$ cat config.mk
export PLATFORM = sky130hd
export DESIGN_NAME = ibcp_rot_cell
export DESIGN_NICKNAME = d
export VERILOG_FILES = /design/src/hdl/ibcp_pkg.sv /design/src/hdl/ibcp_rot_cell.sv
export SDC_FILE = /design/constraint.sdc
export NUM_CORES = 1
export LEC_CHECK = 0
export BUFFER_PORTS_ARGS = -buffer_cell sky130_fd_sc_hd__buf_2
export CORE_MARGIN = 3
export CORE_UTILIZATION = 30
export CTS_BUF_LIST = sky130_fd_sc_hd__clkbuf_8
export CTS_CLUSTER_DIAMETER = 50
export DETAILED_ROUTE_END_ITERATION = 10
export PLACE_DENSITY = 0.57
export SLEW_MARGIN = 10
export SYNTH_ARGS = -nofsm -noshare
export SYNTH_HDL_FRONTEND = slang
export SYNTH_SLANG_ARGS = --single-unit
export TNS_END_PERCENT = 50
$ cat constraint.sdc
create_clock -name clk -period 7.7 [get_ports clk]
set_clock_uncertainty 0.05 [all_clocks]
set_input_delay 1.54 -clock clk [delete_from_list [all_inputs] [get_ports clk]]
set_output_delay 1.54 -clock clk [all_outputs]
set_load 0.005 [all_outputs]
$ cat src/hdl/ibcp_pkg.sv
// Package with shared constants, types and functions for the bearing unit.
`timescale 1ns / 1ps
`default_nettype none
package ibcp_pkg;

  localparam int ANGLE_FRAC_BITS_DEF = 20;
  localparam int CORDIC_STAGES_DEF   = 24;
  localparam int LAT_W    = 28;
  localparam int LON_W    = 29;
  localparam int BRG_W    = 29;
  localparam int SECT_W   = 4;
  localparam int BAM_W    = 32;
  localparam int DW       = 34;
  localparam int ZW       = 34;
  localparam int Q30_SHIFT = 30;
  localparam logic signed [DW-1:0] GAIN_Q30 = 34'sd652032875;
  localparam logic [BAM_W-1:0] HALF_TURN    = 32'h8000_0000;
  localparam logic [BAM_W-1:0] QUARTER_TURN = 32'h4000_0000;

  typedef logic signed [DW-1:0] sval_t;

  function automatic logic [BAM_W-1:0] atan_bam(input logic [4:0] i);
    logic [BAM_W-1:0] r;
    case (i)
      5'd0:  r = 32'h20000000; 5'd1:  r = 32'h12E4051E;
      5'd2:  r = 32'h09FB385B; 5'd3:  r = 32'h051111D4;
      5'd4:  r = 32'h028B0D43; 5'd5:  r = 32'h0145D7E1;
      5'd6:  r = 32'h00A2F61E; 5'd7:  r = 32'h00517C55;
      5'd8:  r = 32'h0028BE53; 5'd9:  r = 32'h00145F2F;
      5'd10: r = 32'h000A2F98; 5'd11: r = 32'h000517CC;
      5'd12: r = 32'h00028BE6; 5'd13: r = 32'h000145F3;
      5'd14: r = 32'h0000A2FA; 5'd15: r = 32'h0000517D;
      5'd16: r = 32'h000028BE; 5'd17: r = 32'h0000145F;
      5'd18: r = 32'h00000A30; 5'd19: r = 32'h00000518;
      5'd20: r = 32'h0000028C; 5'd21: r = 32'h00000146;
      5'd22: r = 32'h000000A3; 5'd23: r = 32'h00000051;
      5'd24: r = 32'h00000029; 5'd25: r = 32'h00000014;
      5'd26: r = 32'h0000000A; 5'd27: r = 32'h00000005;
      5'd28: r = 32'h00000003; 5'd29: r = 32'h00000001;
      5'd30: r = 32'h00000001; default: r = 32'h00000000;
    endcase
    return r;
  endfunction

endpackage
`default_nettype wire

$ cat src/hdl/ibcp_rot_cell.sv
// One rotation-mode CORDIC cell computing a sine/cosine stage.
`timescale 1ns / 1ps
`default_nettype none
module ibcp_rot_cell
  import ibcp_pkg::*;
#(
  parameter int STAGE = 0
) (
  input  wire logic        clk,
  input  wire logic        en,
  input  wire sval_t       x_in,
  input  wire sval_t       y_in,
  input  wire logic signed [ZW-1:0] z_in,
  output sval_t            x_r,
  output sval_t            y_r,
  output logic signed [ZW-1:0] z_r
);
  localparam logic signed [ZW-1:0] ATN = ZW'(atan_bam(5'(STAGE)));
  sval_t xs, ys;
  assign xs = x_in >>> STAGE;
  assign ys = y_in >>> STAGE;

  always_ff @(posedge clk) begin
    if (en) begin
      if (!z_in[ZW-1]) begin
        x_r <= x_in - ys;
        y_r <= y_in + xs;
        z_r <= z_in - ATN;
      end else begin
        x_r <= x_in + ys;
        y_r <= y_in - xs;
        z_r <= z_in + ATN;
      end
    end
  end
endmodule
`default_nettype wire

# Yosys cells after proc, flatten, opt, wreduce, memory -nomap -nowiden
# Index checks and enable logic that the tools add are counted.
# totals
regBits	102
wordCells	11
out_inout_bits	102
input_bits	104
# classes
muxes	3
add_sub_neg	5
# ops
op	n
$mux 34	3
$sub 34x34->34	2
$add 34x31->34 const B	1
$add 34x34->34	1
$sub 34x31->34 const B	1

# Longest topological paths before layout
# depth
ltp_word	2
depth_mapped	13
depth_no_buf	13

# Least setup slack after synthesis
# Ideal clock, no wire load.
# synth_path
path_kind	input port to flip-flop
startpoint	in x_in[0]
endpoint	reg x_r[32] (data pin)
arrival_ns	3.868
setup_time_ns	0.265
path_slack_ns	3.517
required_time_ns	7.385
path_stages	11
n_path_buf	0
cell_sequence	ha_1 > fa_1 > nor2b_1 > o211ai_1 > a2bb2oi_1 > a211oi_2 > o211ai_1 > a221oi_2 > o21ai_0 > a21o_1 > xnor2_1
# synth_between
elab_chain_len	2
elab_cells_between_ends	3
classes_between	2 x add/sub; 1 x mux
# synth_lines
element	line_no	text
start: declaration	ibcp_rot_cell.sv:11	input wire sval_t x_in,
$sub 34x34->34 / $add 34x34->34 (equally long branches)	ibcp_rot_cell.sv:26, ibcp_rot_cell.sv:30	
$mux 34 (*)	ibcp_rot_cell.sv:25	if (!z_in[ZW-1]) begin
end signal: assignment	ibcp_rot_cell.sv:26	x_r <= x_in - ys;
end signal: assignment	ibcp_rot_cell.sv:30	x_r <= x_in + ys;
end: declaration	ibcp_rot_cell.sv:14	output sval_t x_r,
# Mark *: on every way between the ends. The rest lies on a longest branch, timed or not.
# A chain may end at the register's enable or synchronous reset.

# Worst setup path in the final report
# layout_path
startpoint	in x_in[12]
endpoint	reg y_r[31] (data pin)
# layout_between
elab_chain_len	2
elab_cells_between_ends	3
classes_between	2 x add/sub; 1 x mux
# layout_lines
element	line_no	text
$add 34x34->34 / $sub 34x34->34 (equally long branches)	ibcp_rot_cell.sv:27, ibcp_rot_cell.sv:31	
$mux 34 (*)	ibcp_rot_cell.sv:25	
end signal: assignment	ibcp_rot_cell.sv:27	y_r <= y_in + xs;
end signal: assignment	ibcp_rot_cell.sv:31	y_r <= y_in - xs;
end: declaration	ibcp_rot_cell.sv:15	output sval_t y_r,
# Marked as above.

==> flow_summary.yaml <==
synth:
  synthTopCellsByArea: "edfxtp_1, ha_1, a21oi_1"
  synth.distinct_cells: 77
  synth_seq_cells: 101
  yosys.area.top_type: "edfxtp_1"
  synth_area_per_cell_um2: 8.94
  synth_top_flop_cell: "edfxtp_1"
  synth_simple_gate_area_frac: 0.119
  synth_enable_flop_cells: 101
  synthMuxAreaShare: 0.0157
  syn-instance-count: 996
  ys_warn_count: 0
  yosysSeqAreaShare: 0.341
  synth_top_family_by_area: "compound AO/OA/AOI/OAI gates"
  yosysTopAreaCellShare: 0.341
  synth-xor-area-share: 0.0659
  synthAdderAreaFrac: 0.152
  syn-num-nets: 1206
  async_reset_ff_frac: 0
  synth_compound_area_frac: 0.237
  syn_area_um2: 8900
routing:
  via_count: 7970
  wl_per_cell_um: 18.0
  wl_met1_um: 12900
  wl_met3_um: 2360
  via_per_inst: 5.12
  route.detailed.drc: 0
  drt_iter0_markers: 711
  drt_pass1_iterations: 5
  ant_nets: 0
  routed-wl-met2_um: 12200
  topRoutingLayerUsed: "met4"
  wl_um: 28000
worst_hold_path:
  hold_depth: 1
  hp-class: "in -> reg"
global_routing:
  grt_usage: 0.173
  grt_pass1_wl_um: 43000
  antenna_found_initial: 0
  first_global_vias: 7750
  grt_overflow: 0
  grt_max_degree: 86
worst_setup_path:
  crit_chain: "buf_2 > inv_1 > ha_1 > inv_1 > a21oi_1 > nor3b_1 > o211ai_1 > a221o_1 > o311ai_2 > a31oi_1 > a31oi_1 > o21ai_1 > xnor2_1"
  end_kind: "flip-flop"
  crit_arrival_ns: 4.81
  crit_fanout: 12
  max_stage_delay_ns: 0.60
  slowest_stage: "ha_1"
  worstPathRequired_ns: 7.76
  crit_start: "x_in[12]"
  endpoint: "y_r[31]$_DFFE_PP_"
  critPathLaunchType: "input pin"
  critical_path_class: "in -> reg"
cts:
  hold_buffers: 0
  htreeDepth: 3
  cts_made_buffers: 9
  cts_setup_buffers: 0
  root_buffer: "clkbuf_8"
  clk_pin_slew_ns: 0.11
  cts_resized: 0
  clock_path_buffers: 2
  clkSinkCount: 101
  cts_tree: "built"
power:
  vdd_ir_drop_max_v: 0.0000626
  power_density_nw_per_um2: 165
  power_mw: 1.71
  power.leakage_nw: 4.64
sta:
  relSlewSlack: 0.246
  rsz0062_at_grt: "false"
  hold_viol: 0
  setup_tns_ns: 0
  hold_ws_ns: 1.28
  worst_pin_slew_ns: 1.13
  fmax_ghz: 0.211
  final-max-slew-violation-count: 0
  setup_ws_ns: 2.95
  setup_viol: 0
  min_period_ns: 4.75
  finalCritPeriodShare: 0.617
die:
  core_area_um2: 29000
  die_h_um: 178
  die_x_um: 178
  dieArea_um2: 31800
  start_util: 0.307
  ios: 206
  num_rows: 62
cells_and_area:
  area_growth_syn_to_layout_pct: 16.8
  drive_above_1_share: 0.208
  fin_nets: 1377
  multi_input_area_um2: 5250
  seq_area_um2: 3030
  finalNonFillerCells: 1556
  final_util: 0.359
  stdcell_area_um2: 10400
  diodes: 0
  n_fill_cell: 3034
placed_design:
  place_area_um2: 10200
  place_inst: 1540
  place.gp.congestion: 0.922
  port_buffers: 205
  dp_slack_ns: 2.64
  detailed_place_hpwl_um: 22500
flow_run:
  max_cap_violations: 0
status:
  status: "completed"
-- cells in the mapped netlist, drive strengths merged (18+ instances only) --
cell type	n
a21o	31
a21oi	106
buf	26
clkbuf	22
edfxtp	101
ha	102
inv	105
nand2	48
nor2	95
o21ai	65
o21bai	18
xnor2	55
-- worst min path at each step --
stage | slack (ns) | from | to
after global placement | 1.67 | z_in[7] | z_r[7]$_DFFE_PP_
after CTS | 1.25 | z_in[25] | z_r[25]$_DFFE_PP_
after floorplan | 1.59 | z_in[0] | z_r[0]$_DFFE_PP_
after detailed placement | 1.67 | z_in[1] | z_r[1]$_DFFE_PP_
final | 1.28 | z_in[9] | z_r[9]$_DFFE_PP_
after global routing | 1.24 | z_in[25] | z_r[25]$_DFFE_PP_
-- power breakdown --
group          switching, mW  internal, mW
logic                  0.398         0.256
registers             0.0220         0.709
clock network          0.204         0.123
total                  0.623          1.09
-- layout make-up --
type,count,share of cell area
multi-input combinational,740,0.505
sequential,101,0.292
timing repair buffer,208,0.101
tap,384,0.0462
inverter,107,0.0386
clock buffer,9,0.0119
clock inverter,7,0.00565
-- logic make-up after synthesis --
| group | count (synthesis) |
|---|---|
| fa+ha+maj | 106 |
| compound gates | 325 |
| xor+xnor | 67 |
| mux | 14 |
| buf+inv | 155 |
| flops | 101 |
| simple gates | 228 |
-- state kept, by name, indices dropped and copies added (netlist names) --
name	cells
x_r	34
y_r	33
z_r	34
-- per-layer routing --
metal,vias to the layer above,global-route usage
li1,3880,-
met1,3718,0.241
met2,337,0.271
met3,35,0.0351
met4,0,0.0500
met5,-,0
-- worst max-delay path: cells and delay by family --
kind,cells,cell delay (ns)
adder cells (fa/ha/maj),1,0.60
AND/OR/NAND/NOR,1,0.32
buffers and inverters,3,0.30
XOR/XNOR,1,0.19
AO/OA/AOI/OAI,7,1.84
-- layout by cell type (no fill, tap or decap), types with 5 or more instances in the layout --
cell type	Yosys	routed
a211o_1	5	5
a211oi_1	9	9
a21o_1	30	30
a21oi_1	104	104
a31oi_1	9	9
and3_1	6	6
buf_2	14	204
clkbuf_8	0	9
edfxtp_1	101	101
ha_1	102	102
inv_1	104	104
mux2i_1	14	14
nand2_1	47	47
nand2b_1	10	10
nand3_1	12	12
nand4_1	9	9
nor2_1	94	94
nor2b_1	10	10
nor3_1	12	12
nor4_1	11	11
o211ai_1	14	14
o21a_1	10	10
o21ai_0	60	60
o21ai_1	5	5
o21bai_1	18	18
o31ai_1	15	15
xnor2_1	55	55
xor2_1	12	12
(Power assumes the default switching activity.)
