### config.mk
export PLATFORM = sky130hd
export DESIGN_NAME = ibcp_vec_cell
export DESIGN_NICKNAME = d
export VERILOG_FILES = /design/src/hdl/ibcp_pkg.sv /design/src/hdl/ibcp_vec_cell.sv
export SDC_FILE = /design/constraint.sdc
export NUM_CORES = 1
export LEC_CHECK = 0
export ABC_AREA = 1
export ABC_CLOCK_PERIOD_IN_PS = 2900
export BUFFER_PORTS_ARGS = -buffer_cell sky130_fd_sc_hd__buf_4
export CAP_MARGIN = 25
export CORE_ASPECT_RATIO = 2
export CORE_MARGIN = 2
export CORE_UTILIZATION = 51
export CTS_CLUSTER_DIAMETER = 120
export DETAILED_ROUTE_END_ITERATION = 10
export PLACE_DENSITY = 0.74
export SETUP_SLACK_MARGIN = 0.4
export SYNTH_ARGS = -nofsm -noshare
export SYNTH_HDL_FRONTEND = slang
export SYNTH_SLANG_ARGS = --single-unit
### constraint.sdc
create_clock -name clk -period 2.9 [get_ports clk]
set_input_delay 0.58 -clock clk [delete_from_list [all_inputs] [get_ports clk]]
set_output_delay 0.58 -clock clk [all_outputs]
set_load 0.02 [all_outputs]
### src/hdl/ibcp_pkg.sv
// Package with shared constants, types and functions for the bearing unit.
`timescale 1ns / 1ps
`default_nettype none
package ibcp_pkg;

  localparam int ANGLE_FRAC_BITS_DEF = 20;
  localparam int CORDIC_STAGES_DEF   = 24;
  localparam int LAT_W    = 28;
  localparam int LON_W    = 29;
  localparam int BRG_W    = 29;
  localparam int SECT_W   = 4;
  localparam int BAM_W    = 32;
  localparam int DW       = 34;
  localparam int ZW       = 34;
  localparam int Q30_SHIFT = 30;
  localparam logic signed [DW-1:0] GAIN_Q30 = 34'sd652032875;
  localparam logic [BAM_W-1:0] HALF_TURN    = 32'h8000_0000;
  localparam logic [BAM_W-1:0] QUARTER_TURN = 32'h4000_0000;

  typedef logic signed [DW-1:0] sval_t;

  function automatic logic [BAM_W-1:0] atan_bam(input logic [4:0] i);
    logic [BAM_W-1:0] r;
    case (i)
      5'd0:  r = 32'h20000000; 5'd1:  r = 32'h12E4051E;
      5'd2:  r = 32'h09FB385B; 5'd3:  r = 32'h051111D4;
      5'd4:  r = 32'h028B0D43; 5'd5:  r = 32'h0145D7E1;
      5'd6:  r = 32'h00A2F61E; 5'd7:  r = 32'h00517C55;
      5'd8:  r = 32'h0028BE53; 5'd9:  r = 32'h00145F2F;
      5'd10: r = 32'h000A2F98; 5'd11: r = 32'h000517CC;
      5'd12: r = 32'h00028BE6; 5'd13: r = 32'h000145F3;
      5'd14: r = 32'h0000A2FA; 5'd15: r = 32'h0000517D;
      5'd16: r = 32'h000028BE; 5'd17: r = 32'h0000145F;
      5'd18: r = 32'h00000A30; 5'd19: r = 32'h00000518;
      5'd20: r = 32'h0000028C; 5'd21: r = 32'h00000146;
      5'd22: r = 32'h000000A3; 5'd23: r = 32'h00000051;
      5'd24: r = 32'h00000029; 5'd25: r = 32'h00000014;
      5'd26: r = 32'h0000000A; 5'd27: r = 32'h00000005;
      5'd28: r = 32'h00000003; 5'd29: r = 32'h00000001;
      5'd30: r = 32'h00000001; default: r = 32'h00000000;
    endcase
    return r;
  endfunction

endpackage
`default_nettype wire

### src/hdl/ibcp_vec_cell.sv
// One vectoring-mode CORDIC cell for the atan2 chain.
`timescale 1ns / 1ps
`default_nettype none
module ibcp_vec_cell
  import ibcp_pkg::*;
#(
  parameter int STAGE = 0
) (
  input  wire logic        clk,
  input  wire logic        en,
  input  wire sval_t       x_in,
  input  wire sval_t       y_in,
  input  wire logic [BAM_W-1:0] z_in,
  output sval_t            x_r,
  output sval_t            y_r,
  output logic [BAM_W-1:0] z_r
);
  localparam logic [BAM_W-1:0] ATN = atan_bam(5'(STAGE));
  sval_t xs, ys;
  assign xs = x_in >>> STAGE;
  assign ys = y_in >>> STAGE;

  always_ff @(posedge clk) begin
    if (en) begin
      if (y_in > 0) begin
        x_r <= x_in + ys;
        y_r <= y_in - xs;
        z_r <= z_in + ATN;
      end else begin
        x_r <= x_in - ys;
        y_r <= y_in + xs;
        z_r <= z_in - ATN;
      end
    end
  end
endmodule
`default_nettype wire

# Yosys cells after proc, flatten, opt, wreduce, memory -nomap -nowiden
# Index checks and enable logic that the tools add are counted.
word_totals:
  register_bits: 100
  input_bits: 102
  elab_cells: 12
classes:
  addsub: 5
  magnitude_cmp: 1
  n_mux: 3
op_table:
  columns: ["operator", "n"]
  rows:
  - ["2-to-1 mux 34 bit", 2]
  - ["subtractor 34 bit", 2]
  - ["adder 34 bit", 1]
  - ["> comparator 34 x 1 -> 1 bit, second input constant", 1]
  - ["adder 32 x 30 -> 32 bit, second input constant", 1]
  - ["2-to-1 mux 32 bit", 1]
  - ["subtractor 32 x 30 -> 32 bit, second input constant", 1]

# Longest topological paths before layout
# Gate-level depths: netlist of the first run.
logic_depth:
  depth_word: 2
  mapped_depth: 18
  ltp_nobuf: 17

# Worst setup path before layout of the first run
# Ideal clock, no wire load.
synth_timing:
  path_type: "input to register"
  startpoint: "input port y_in[0]"
  endpoint: "register y_r[32], data pin"
  t_arrival_ps: 2073
  required_time_ps: 2647
  setup_slack_ps: 574
  path_stages: 13
  n_path_buf: 0
  path_cell_list: "inv_1 > ha_1 > fa_1 > o21ai_1 > nand2_1 > nand2_1 > nand2_1 > nand2_1 > nand2_1 > nand2_1 > nand2_1 > nand3_1 > nand2_1"
synth_between:
  elab_chain_cells: 2
  elab_cells_between_ends: 4
synth_lines:
  columns: ["element", "line", "source"]
  rows:
  - ["start: declaration", "ibcp_vec_cell.sv:12", "input wire sval_t y_in,"]
  - ["adder 34 bit (tied with other cells)", "ibcp_vec_cell.sv:31", "y_r <= y_in + xs;"]
  - ["2-to-1 mux 34 bit *", "ibcp_vec_cell.sv:25", "if (y_in > 0) begin"]
  - ["end signal: assignment", "ibcp_vec_cell.sv:27", "y_r <= y_in - xs;"]
  - ["end signal: assignment", "ibcp_vec_cell.sv:31", null]
  - ["end: declaration", "ibcp_vec_cell.sv:15", "output sval_t y_r,"]
# Every way passes the cells marked *; elsewhere a longest branch is shown, timed or not.
# A chain may end at the register's enable or synchronous reset.

# Worst setup path after layout of the first run
layout_timing:
  startpoint: "input port y_in[9]"
  endpoint: "register x_r[26], data pin"
layout_between:
  elab_chain_cells: 2
  elab_cells_between_ends: 4
layout_lines:
  columns: ["element", "line", "source"]
  rows:
  - ["subtractor 34 bit (tied with other cells)", "ibcp_vec_cell.sv:30", "x_r <= x_in - ys;"]
  - ["2-to-1 mux 34 bit *", "ibcp_vec_cell.sv:25", null]
  - ["end signal: assignment", "ibcp_vec_cell.sv:26", "x_r <= x_in + ys;"]
  - ["end signal: assignment", "ibcp_vec_cell.sv:30", null]
  - ["end: declaration", "ibcp_vec_cell.sv:14", "output sval_t x_r,"]
# Marked as above.

==> results of run 1 <==
## sequential cells by signal, indices dropped and copies added, names as in the netlist
signal and count:
z_r 32, x_r 34, y_r 33
## critical path: cells and delay by family
family | cells | cell delay (ns)
AO/OA/AOI/OAI | 1 | 0.39
adder cells (fa/ha/maj) | 1 | 0.42
buffers and inverters | 3 | 0.42
AND/OR/NAND/NOR | 7 | 0.78
## final timing paths
path / slack [ns] / endpoint
min: 0.36 / z_r[26]
max: 0.41 / x_r[26]
## layer usage
| metal | GRT usage | up-vias | part of all wire |
|---|---|---|---|
| li1 | - | 5611 | - |
| met1 | 0.324 | 5457 | 0.27 |
| met2 | 0.772 | 599 | 0.51 |
| met3 | 0.0944 | 283 | 0.061 |
| met4 | 0.558 | 0 | 0.16 |
| met5 | 0 | - | 0 |
## metrics by stage
stage | utilization | hold WS, ns | instance area [µm²] | instances
floorplan | - | 0.679 | 10300 | 1509
global placement | 0.662 | 0.758 | 13200 | 2096
detailed placement | 0.662 | 0.760 | 13200 | 2096
CTS | 0.677 | 0.363 | 13500 | 2112
global route | 0.687 | 0.359 | 13700 | 2113
finish | 0.687 | 0.362 | 13700 | 2113
## synthesized netlist by cell type, types with 3 or more instances
master	count	area, µm²
a31oi_1	3	18.8
o21ai_0	85	425
nand2_1	427	1600
ha_1	100	1250
inv_1	197	739
nor3_2	3	30.0
nor4_1	3	18.8
a21o_1	13	97.6
fa_1	4	80.1
nor2_1	137	514
nand4_1	12	75.1
buf_2	12	60.1
o21ai_1	9	45.0
nand3_1	137	686
o211ai_1	4	30.0
xor2_1	37	324
nand2_2	7	43.8
a21oi_2	3	26.3
o21bai_1	14	105
a21oi_1	120	601
buf_4	21	158
nor3_1	18	90.1
o21a_1	5	37.5
inv_2	4	15.0
nor2_2	5	31.3
edfxtp_1	99	2970
buf_6	7	78.8
## final cells by class
class                           count  area (µm²)
Multi-Input combinational cell   1166        6500
Timing Repair Buffer              369        2820
Sequential cell                    99        2970
Inverter                          201         754
Clock buffer                        9         225
Fill cell                        1723        6220
Tap cell                          262         328
Clock inverter                      7        86.3
## power breakdown
group          internal [µW]  total, µW  switching (µW)
combinational           1080       2820            1740
clock                    624       1300             674
sequential              1810       1890            85.5
## placed cells by master (no fill, tap or decap), types with 4 or more instances in the layout
cell type  synthesis  routed
edfxtp_1          99      99
nor2_1           137     128
nor3_2             3       4
buf_12             0       4
buf_4             21     365
nor3_1            18      17
o21ai_0           85      81
nand2_1          427     419
nand4_1           12      12
o21a_1             5       4
o21bai_1          14      13
nand3_1          137     136
nor2_2             5      14
a21oi_1          120     114
a21o_1            13      13
o21ai_1            9      11
clkbuf_16          0       9
inv_2              4       5
inv_1            197     196
a21oi_2            3       8
xor2_1            37      36
nand2_2            7      14
ha_2               0      20
o211ai_1           4       4
ha_1             100      78
## kinds of logic after synthesis
| kind of cell | share of synthesized area |
|---|---|
| fa+ha+maj | 0.129 |
| xor+xnor | 0.0330 |
| flops | 0.287 |
| simple gates | 0.308 |
| compound gates | 0.140 |
| buf+inv | 0.104 |
## repair_timing
item / 4_1_cts / 5_1_grt
pin swaps: 0 / 0
buffers inserted: 0 / 1
setup endpoints to repair: 2 / 43
resized for setup: 2 / 62
gates cloned: 0 / 0
==> flow_results.org, run 1 <==
** Logic synthesis
- The mapped netlist covers 0.0103 mm².
- Fraction of registers with async set or reset after synthesis :: 0
- Number of nets produced by synthesis :: 1715
- The share of the Yosys chip area taken by registers is 0.287.
- Synthesis produced a netlist whose cell count is approximately 1500.
- Counting flops and latches in the post-synthesis netlist gives just under 100.
- For this run, the leading register cell type out of synthesis is edfxtp_1.
- During synthesis, Yosys emitted a total of 0 warnings.
- Count of flip-flops with a built-in enable after synthesis :: 99
- A synthesized cell averages 6.86 µm².
- Post-synth cell types :: 41

** Worst hold path
- The min-delay analysis places its worst path in the category in2reg.
- Along the worst hold path, the cell count comes to 1.
- Startpoint of the lowest-slack hold path :: z_in[26]

** Final layout
- The repair_antennas step left the layout with diodes totalling 0.
- Final layout net count :: 2052
- Layout Area Growth over Synthesis :: 32.2%
- In the final layout, the share of cells above drive strength 1 is 0.255.

** Setup path
- The slowest stage of the critical path belongs to the cell ha_2.
- At the worst endpoint, the required time is 3.01 ns.
- The cell that appears most often on the critical path is nand2_1.
- Crit-path cells :: buf_4 -> ha_2 -> nand2_1 -> buf_4 -> o21ai_0 -> inv_1 -> nand3_2 -> nand2_1 -> nand3_1 -> nand2_1 -> nand3_1 -> nand2_1
- Peak fanout along the critical path :: 7
- Worst path arrival time :: 2.60 ns
- In this design, the stage delay of the slowest critical-path cell is 0.42 ns.
- STA classifies the critical path startpoint as an input pin.
- The worst setup path is of the in2reg kind.
- Nature of the critical path endpoint :: flop
- Launching instance or port of the critical path :: y_in[9]

** Route
- After detailed routing, the average wire length per cell comes to between 20 and 25 µm.
- In the routed layout, each cell is associated on average with a via count of between 5 and 6.
- Detailed-router iteration count before antenna repair :: 7
- Across all layers, the routed design uses 12000 vias.
- For this run, design rule violations remaining after detail routing come to 0.
- After the first detailed-routing iteration, the DRC count stood at just over 900.
- The count of nets left with antenna violations once routing finished came out at 0.
- Detailed-route wire length :: 45.8 mm

** STA
- For the finished layout, the period the worst path requires is 2.49 ns.
- Worst Slack Setup Final :: 0.412 ns
- The final number of max-transition violations is 0.
- Setup violations remaining at the end of the flow were counted as 0.
- Unrepaired setup endpoints after global routing :: yes
- Final hold viol count :: 0
- After routing, the total negative slack on setup checks comes to 0 ns.
- Maximum clock frequency :: 0.402 GHz
- At the pin with the least slew margin, the transition time is 0.488 ns.
- Final period util :: 0.858
- Headroom to the max-slew limit came out at 0.675.

** Die
- Core area :: 0.0199 mm²
- The die is between 200 and 250 µm tall.
- Number of ports placed on the die boundary :: 202
- Die outline width :: 105 µm
- Initial core utilization :: 0.520
- The floorplan step defined a die boundary enclosing 0.0215 mm².
- Row count :: 73

** Clock network
- Maximum count of clock buffers along a single path :: 2
- Clock tree from TritonCTS :: yes
- In this run the number of H-tree levels came out at 3.
- The cell sitting at the root of the clock tree is a clkbuf_16.
- Clock transition at path regs :: ~0.090 ns
- Post-CTS Hold Buffers :: 0
- Clock tree synthesis found a total of 99 sinks.
- Clock buffer count from CTS :: 9

** Pwr
- Maximum VDD drop :: 426 µV
- For this design the static power due to leakage is 0.00689 µW.
- After layout, the design draws a total of 6010 µW.
- Dividing total power by cell area gives a power density of about 440 mW/mm².

** Placed design
- Number of buffers inserted by port buffering :: 201
- The congestion estimate from routability-driven global placement came to 1.05.
- Setup Slack @ Placement :: -0.0484 ns
- HPWL reported at the end of detailed placement :: between 30 and 40 mm

** Status
- Result of the run :: complete, no violations

** Flow run
- Max-Cap Viols :: 0

** Global routing
- Entering global routing, the biggest net connects 74 pins.
- Total overflow reported by the global router :: 0
- Global-route total usage across every layer :: 0.428
- The initial antenna violation count came to 0.
- First-pass GRT wire length :: 67.6 mm
- The via count of the first global-routing pass came to 12100.
Note: power is estimated with default switching activity, not from simulation.
==> run 2: changes to the inputs <==
- CORE_UTILIZATION: 51 -> 30
- CTS_CLUSTER_DIAMETER: 120 -> default
- PLACE_DENSITY: 0.74 -> 0.48
- REMOVE_ABC_BUFFERS: default -> 1
==> run 2 against run 1 <==
  * Via count is 7.1% lower
  * Sequential share of layout area hardly changed
  * Worst hold slack better by 0.010 ns
  * Critical path type unchanged
  * Global-route usage is 19 points lower
  * Sequential power is 2% lower
  * Clock power hardly changed
  * Fmax is 0.62% lower
  * Final area is 0.19% higher
  * Power is 2.6% lower
  * Non-clock buffer count is 14 lower
  * Critical path depth is 1 lower
==> flow_results.org, run 2 (synthesis results as in run 1) <==
** Clock network
- Post-CTS Hold Buffers :: 0 (unchanged)
- The number of buffers added by the clock tree synthesis step came to 9 (unchanged).
- Htree depth :: 3 (unchanged)
- Cell at the root of the clock tree :: clkbuf_16 (unchanged)
- The clock slew seen by the registers of the worst setup and hold paths was 0.08 ns (was 0.09 ns).
- Number of sinks handled by clock tree synthesis :: 99 (unchanged)
- The number of buffers on the longest clock path came to 2 (unchanged).
- Clock tree from TritonCTS :: yes (unchanged)

** Final layout
- The number of nets in the final layout is 2038 (was 2052).
- The share of post-route cells with drive strength above 1 was 0.237 (was 0.255).
- The leading cell type in the layout, fill and taps excluded is nand2_1 (unchanged).
- Leading registers by flop count: x_r: 34 flops, y_r: 33 flops, z_r: 32 flops (unchanged).
- The layout overhead on the synthesized area came to 32.5% (was 32.2%).
- Top library cells by usage in the layout, fill and taps aside :: 422 x nand2_1, 352 x buf_4, 196 x inv_1, 136 x nand3_1, 135 x nor2_1 (was 419 x nand2_1, 365 x buf_4, 196 x inv_1, 136 x nand3_1, 128 x nor2_1)
- The most flop-heavy register was x_r (unchanged).
- Flip-flop count of the largest register, all copies and words added :: 34 (unchanged)
- Ant diodes :: 0 (unchanged)

** STA
- The worst slack on hold paths is 0.372 ns (was 0.362 ns).
- Setup-failing EPs final :: 0 (unchanged)
- Final period util :: 0.863 (was 0.858)
- The transition time at the pin with the least slew margin was 0.517 ns (was 0.488 ns).
- Remaining max-slew budget at the tightest pin :: 0.652 (was 0.675)
- Final hold viol count :: 0 (unchanged)
- The final number of max-transition violations is 0 (unchanged).
- Unrepaired setup endpoints after global routing :: yes (unchanged)
- Minimum clock period :: 2.50 ns (was 2.49 ns)
- The upper clock frequency limit was 0.399 GHz (was 0.402 GHz).

** Pwr
- Maximum VDD drop :: 285 µV (was 426 µV)
- Leakage :: 0.00683 µW (was 0.00689 µW)
- Total Power :: 5850 µW (was 6010 µW)
- The ratio of total power to cell area is 427 mW/mm² (was 439 mW/mm²).

** Die
- The effective utilization at floorplan was 0.303 (was 0.520).
- The number of placement rows came to 96 (was 73).
- Vertical extent of the die :: 267 µm (was 205 µm)
- The total core area came to 0.0341 mm² (was 0.0199 mm²).
- The horizontal extent of the die came to 135 µm (was 105 µm).
- Total Die Area :: 0.0361 mm² (was 0.0215 mm²)
- The number of primary I/O pins came to 202 (unchanged).

** Global routing
- The pin count of the biggest net entering global routing came to 49 (was 74).
- The initial antenna violation count was 0 (unchanged).
- First-pass GRT wire length :: 63.5 mm (was 67.6 mm)
- The via count of the first global-routing pass is 11100 (was 12100).
- The total routing resource utilization after global routing was 0.242 (was 0.428).
- Total overflow reported by the global router :: 0 (unchanged)

** Flow run
- Max-Cap Viols :: 0 (unchanged)

** Status
- Result of the run :: complete, no violations (unchanged)

** Route
- Remaining antenna violation count after routing :: 0 (unchanged)
- The number of remaining DRC errors was 0 (unchanged).
- The wire length per cell was 19.4 µm (was 21.7 µm).
- The routed via count is 11100 (was 12000).
- Detailed router's first-iteration violation count :: 698 (was 906)
- The detail-routed via count per cell came to 4.87 (was 5.66).
- The detailed-route wire length is 44.1 mm (was 45.8 mm).
- The number of search-and-repair iterations in the first detailed-routing pass is 5 (was 7).

** Setup path
- The worst endpoint data arrival time is 2.65 ns (was 2.60 ns).
- Crit-path cells :: buf_4 -> inv_1 -> ha_1 -> a21oi_1 -> o21ai_0 -> a21oi_1 -> o21ai_2 -> xor2_1 -> nand2_1 -> o21ai_0 -> buf_4 (was buf_4 -> ha_2 -> nand2_1 -> buf_4 -> o21ai_0 -> inv_1 -> nand3_2 -> nand2_1 -> nand3_1 -> nand2_1 -> nand3_1 -> nand2_1)
- Startpoint class of the critical path :: input pin (unchanged)
- Crit path required time :: 3.04 ns (was 3.01 ns)
- The critical path buffer and inverter count is 3 (unchanged).
- The critical path's top delay family is compound AO/OA/AOI/OAI gates (was simple AND/OR/NAND/NOR gates).
- Critical setup path kind :: in2reg (unchanged)
- The top fanout value on the critical path is 7 (unchanged).
- The cell with the biggest individual delay on the critical path is ha_1 (was ha_2).
- The peak per-stage delay on the critical path came to 0.42 ns (about the same).
- Nature of the critical path endpoint :: flop (unchanged)

** Placed design
- Gpl congestion :: 1.01 (was 1.05)
- Number of buffers inserted by port buffering :: 201 (unchanged)
- HPWL reported at the end of detailed placement :: 38.6 mm (was 38.3 mm)

** Worst hold path
- Startpoint of the lowest-slack hold path :: z_in[11] (was z_in[26])
- Endpoint with the worst hold slack :: z_r[11] (was z_r[26])
- Kind of path behind the tightest hold check :: in2reg (unchanged)
- Cell count of the worst hold path :: 1 (unchanged)
run 2: cell count changes in the layout (fill, tap and decap cells not counted), moves of 3 or more:
cell	previous run	this run
ha_2	20	10
nand2_1	419	422
ha_1	78	89
nor2_2	14	7
nor2_1	128	135
buf_4	365	352
run 2: final cells by class:
cell class                 instances  area, µm²
fill                            3750      20400
sequential                        99       2970
tap                              441        552
inverter                         201        754
timing repair buffer             355       2700
multi-input combinational       1166       6420
clock inverter                     7       85.1
clock buffer                       9        225
run 2: layer usage:
layer,part of all wire,global-route usage,routed length [µm]
met4,0.075,0.168,3320
met1,0.33,0.225,14600
met5,0,0,0
met2,0.55,0.478,24500
met3,0.041,0.0251,1790
run 2: how the worst max path moves through the flow:
stage / start / end / slack, ns / cells past startpoint
after floorplan: y_in[9] / x_r[18] / -0.52 / 8
after global placement: x_in[11] / x_r[32] / -0.04 / 12
after detailed placement: x_in[11] / x_r[32] / -0.05 / 12
after CTS: x_in[25] / x_r[31] / 0.40 / 13
after global routing: y_in[0] / y_r[30] / 0.39 / 14
final: x_in[11] / y_r[12] / 0.40 / 11
run 2: what timing repair did:
action | CTS | global route
hold endpoints to repair | 0 | 0
setup endpoints to repair | 5 | 31
buffers inserted | 0 | 1
pin swaps | 0 | 0
gates resized for setup | 2 | 35
run 2: through the flow:
stage	worst slack, ns	instance area [µm²]	setup TNS [ns]	util	instances
global placement	-0.0350	13300	-0.0752	0.389	2261
floorplan	-0.523	10000	-24.51	-	1466
global route	0.395	13700	0	0.402	2278
detailed placement	-0.0517	13300	-0.136	0.389	2261
finish	0.397	13700	0	0.402	2278
CTS	0.403	13600	0	0.399	2277
run 2: report_power, final:
group	switching (µW)	internal, µW	total, µW
combinational	1650	1040	2690
sequential	49.5	1800	1850
clock	621	686	1310
total	2320	3530	5850
==> run 3: changes to the inputs <==
--- a/config.mk
+++ b/config.mk
@@ -8,3 +8,3 @@
 export ABC_AREA = 1
-export ABC_CLOCK_PERIOD_IN_PS = 2900
+export ABC_CLOCK_PERIOD_IN_PS = 2400
 export BUFFER_PORTS_ARGS = -buffer_cell sky130_fd_sc_hd__buf_4
==> constraint.sdc (replaced) <==
create_clock -name clk -period 2.4 [get_ports clk]
set_input_delay 0.24 -clock clk [delete_from_list [all_inputs] [get_ports clk]]
set_output_delay 0.24 -clock clk [all_outputs]
set_load 0.02 [all_outputs]
==> run 3 against run 2 <==
  * Global-route usage grew 1.3 points
  * Sequential power grew 21%
  * Worst hold slack lost 0.34 ns
  * Wire length grew 5.3%
  * Clock power grew 13%
  * Cell count grew 5.4%
  * Die area is the same
  * Combinational power grew 34%
  * Sequential share of layout area shrank 1.8 points
  * Worst setup slack gained 0.087 ns
  * Via count grew 5.2%
  * Largest cell class unchanged
  * Largest power group unchanged
==> flow_results.org, run 3 (synthesis results as in run 1) <==
** Status
- Result of the run :: complete, no violations (unchanged)

** Die
- Initial core utilization :: 0.303 (unchanged)
- The area of the die came to 0.0361 mm² (unchanged).
- Core area :: 0.0341 mm² (unchanged)
- The horizontal extent of the die is 135 µm (unchanged).
- The die height is 267 µm (unchanged).
- The number of primary I/O pins is 202 (unchanged).
- The number of placement rows came to 96 (unchanged).

** Route
- The detailed-route wire length came to 46.5 mm (was 44.1 mm).
- The number of search-and-repair iterations in the first detailed-routing pass is 5 (unchanged).
- The routed via count was 11700 (was 11100).
- The wire length per cell was 19.4 µm (about the same).
- Remaining antenna violation count after routing :: 0 (unchanged)
- The number of remaining DRC errors was 0 (unchanged).
- Average vias per placed instance :: 4.86 (was 4.87)
- The initial DRC count was 548 (was 698).

** Pwr
- Total Power :: 7330 µW (was 5850 µW)
- The worst ir drop on vdd is 370 µV (was 285 µV).
- Power density normalized to cell area :: 489 mW/mm² (was 427 mW/mm²)
- Leakage :: 0.00744 µW (was 0.00683 µW)

** Global routing
- The pin count of the biggest net entering global routing is 62 (was 49).
- The met2 track demand over resource is 0.508 (was 0.478).
- First-pass GRT wire length :: 67.4 mm (was 63.5 mm)
- The highest-utilization routing layer at the global route stage is met2 (unchanged).
- The via count of the first global-routing pass is 12100 (was 11100).
- Global-route total usage across every layer :: 0.255 (was 0.242)
- Total overflow reported by the global router :: 0 (unchanged)
- GR Layer Usage met3 :: 0.0251 (unchanged)
- The initial antenna violation count came to 0 (unchanged).
- The routing usage on met1 came to 0.232 (was 0.225).

** Final layout
- The number of nets in the final layout was 2160 (was 2038).
- The leading cell type in the layout, fill and taps excluded is buf_4 (was nand2_1).
- The number of flip-flops under the largest register name came to 34 (unchanged).
- Ant diodes :: 0 (unchanged)
- Top library cells by usage in the layout, fill and taps aside :: 473 x buf_4, 409 x nand2_1, 196 x inv_1, 133 x nand3_1, 117 x nor2_1 (was 422 x nand2_1, 352 x buf_4, 196 x inv_1, 136 x nand3_1, 135 x nor2_1)
- Leading registers by flop count :: x_r: 34 flops, y_r: 33 flops, z_r: 32 flops (unchanged)
- Fraction of final layout cells sized beyond drive strength 1 :: 0.320 (was 0.237)
- Final Instance Area :: 0.0150 mm² (was 0.0137 mm²)
- Layout Area Growth over Synthesis :: 44.9% (was 32.5%)
- The area taken by flip-flops and latches was 0.00297 mm² (unchanged).
- The final cell utilization of the core was 0.439 (was 0.402).
- The most flop-heavy register is x_r (unchanged).
- The count of fill cells added during filler insertion came to 3731 (was 3750).
- The area taken by multi-input logic gates is 0.00680 mm² (was 0.00642 mm²).

** STA
- Remaining max-slew budget at the tightest pin :: 0.722 (was 0.652)
- Unrepaired setup endpoints after global routing :: yes (unchanged)
- The worst slack on hold paths was 0.0295 ns (was 0.372 ns).
- Final period util :: 0.798
- The final number of max-transition violations was 0 (unchanged).
- The transition time at the pin with the least slew margin was 0.413 ns (was 0.517 ns).
- Setup-failing EPs final :: 0 (unchanged)
- The worst path needs 1.92 ns of the cycle, external delays included.
- Final hold viol count :: 0 (unchanged)
- Derived from the worst setup path, the maximum achievable clock frequency is about 0.52 GHz.

** Setup path
- Nature of the critical path endpoint :: flop (unchanged)
- Launching instance or port of the critical path :: x_in[24] (was x_in[11])
- The critical path required time was 2.55 ns (was 3.04 ns).
- Startpoint class of the critical path :: input pin (unchanged)
- Peak fanout along the critical path :: 4 (was 7)
- The type of the worst setup path is in2reg (unchanged).
- The termination of the worst setup path was x_r[28] (was y_r[12]).
- Worst path arrival time :: 2.07 ns (was 2.65 ns)

** Clock network
- Cell at the root of the clock tree :: clkbuf_16 (unchanged)
- Clock buffer count from CTS :: 9 (unchanged)
- Clock transition at path regs :: 0.08 ns (about the same)
- Post-CTS Hold Buffers :: 0 (unchanged)
- The TritonCTS clock tree is yes (unchanged).
- The number of clock sinks came to 99 (unchanged).
- The number of buffers on the longest clock path was 2 (unchanged).
- Htree depth :: 3 (unchanged)

** Placed design
- The HPWL after detailed placement was 39.9 mm (was 38.6 mm).
- Gpl congestion :: 1.01 (about the same)
- Number of buffers inserted by port buffering :: 201 (unchanged)
- Total cell area at the placement stage :: 0.0142 mm² (was 0.0133 mm²)

** Worst hold path
- The type of the worst min-delay path is in2reg (unchanged).

** Flow run
- The number of maximum-capacitance constraint violations came to 0 (unchanged).
run 3: worst min path at each step:
stage / slack, ns / to / cells after the start / start
global placement: 0.42 / z_r[12] / 1 / z_in[12]
finish: 0.03 / z_r[15] / 1 / z_in[15]
global route: 0.02 / z_r[6] / 1 / z_in[6]
detailed placement: 0.42 / z_r[10] / 1 / z_in[10]
floorplan: 0.34 / z_r[0] / 0 / z_in[0]
CTS: 0.02 / z_r[15] / 1 / z_in[15]
run 3: through the flow:
stage,TNS (ns),cells,setup WS (ns)
2_1_floorplan,-32.67,1466,-0.683
3_3_place_gp,-2.41,2382,-0.219
3_5_place_dp,-2.53,2382,-0.223
4_1_cts,0,2398,0.380
5_1_grt,0,2400,0.324
6_report,0,2400,0.484
run 3: what timing repair did:
action                                  in CTS  in global routing
pin swaps                                    0                  5
endpoints found under the setup margin      38                 48
resized for setup                           31                104
buffers inserted                             0                  2
hold endpoints to repair                     0                  0
cloned                                       0                  0
run 3: power by group:
part / leakage, µW / internal [µW] / switching, µW / total (µW)
Combinational: 0.00634 / 1500 / 2100 / 3610
Clock: 0.000139 / 722 / 757 / 1480
Sequential: 0.000967 / 2180 / 62.9 / 2240
run 3: layer usage:
metal  vias to the layer above  wire [µm]
met1                      5390      15500
met4                         0       3740
li1                       5818          -
met2                       330      26000
met5                         -          0
met3                       136       1280
run 3: layout make-up:
class                      count  share of cell area
clock buffer                   9              0.0150
clock inverter                 7             0.00392
inverter                     201              0.0503
multi-input combinational   1166               0.453
sequential                    99               0.198
tap                          441              0.0368
timing repair buffer         477               0.242
run 3: worst max-delay path, cell delays in order:
cell and delay [ns]:
buf_4 0.11, inv_1 0.05, ha_2 0.33, inv_1 0.13, buf_4 0.16, nand2_1 0.10
nor2_1 0.15, nand2_1 0.13, nor3_2 0.17, buf_4 0.14, nand2_1 0.10, nand2_1 0.09
nand2_1 0.06, nand3_1 0.07, nand2_1 0.05
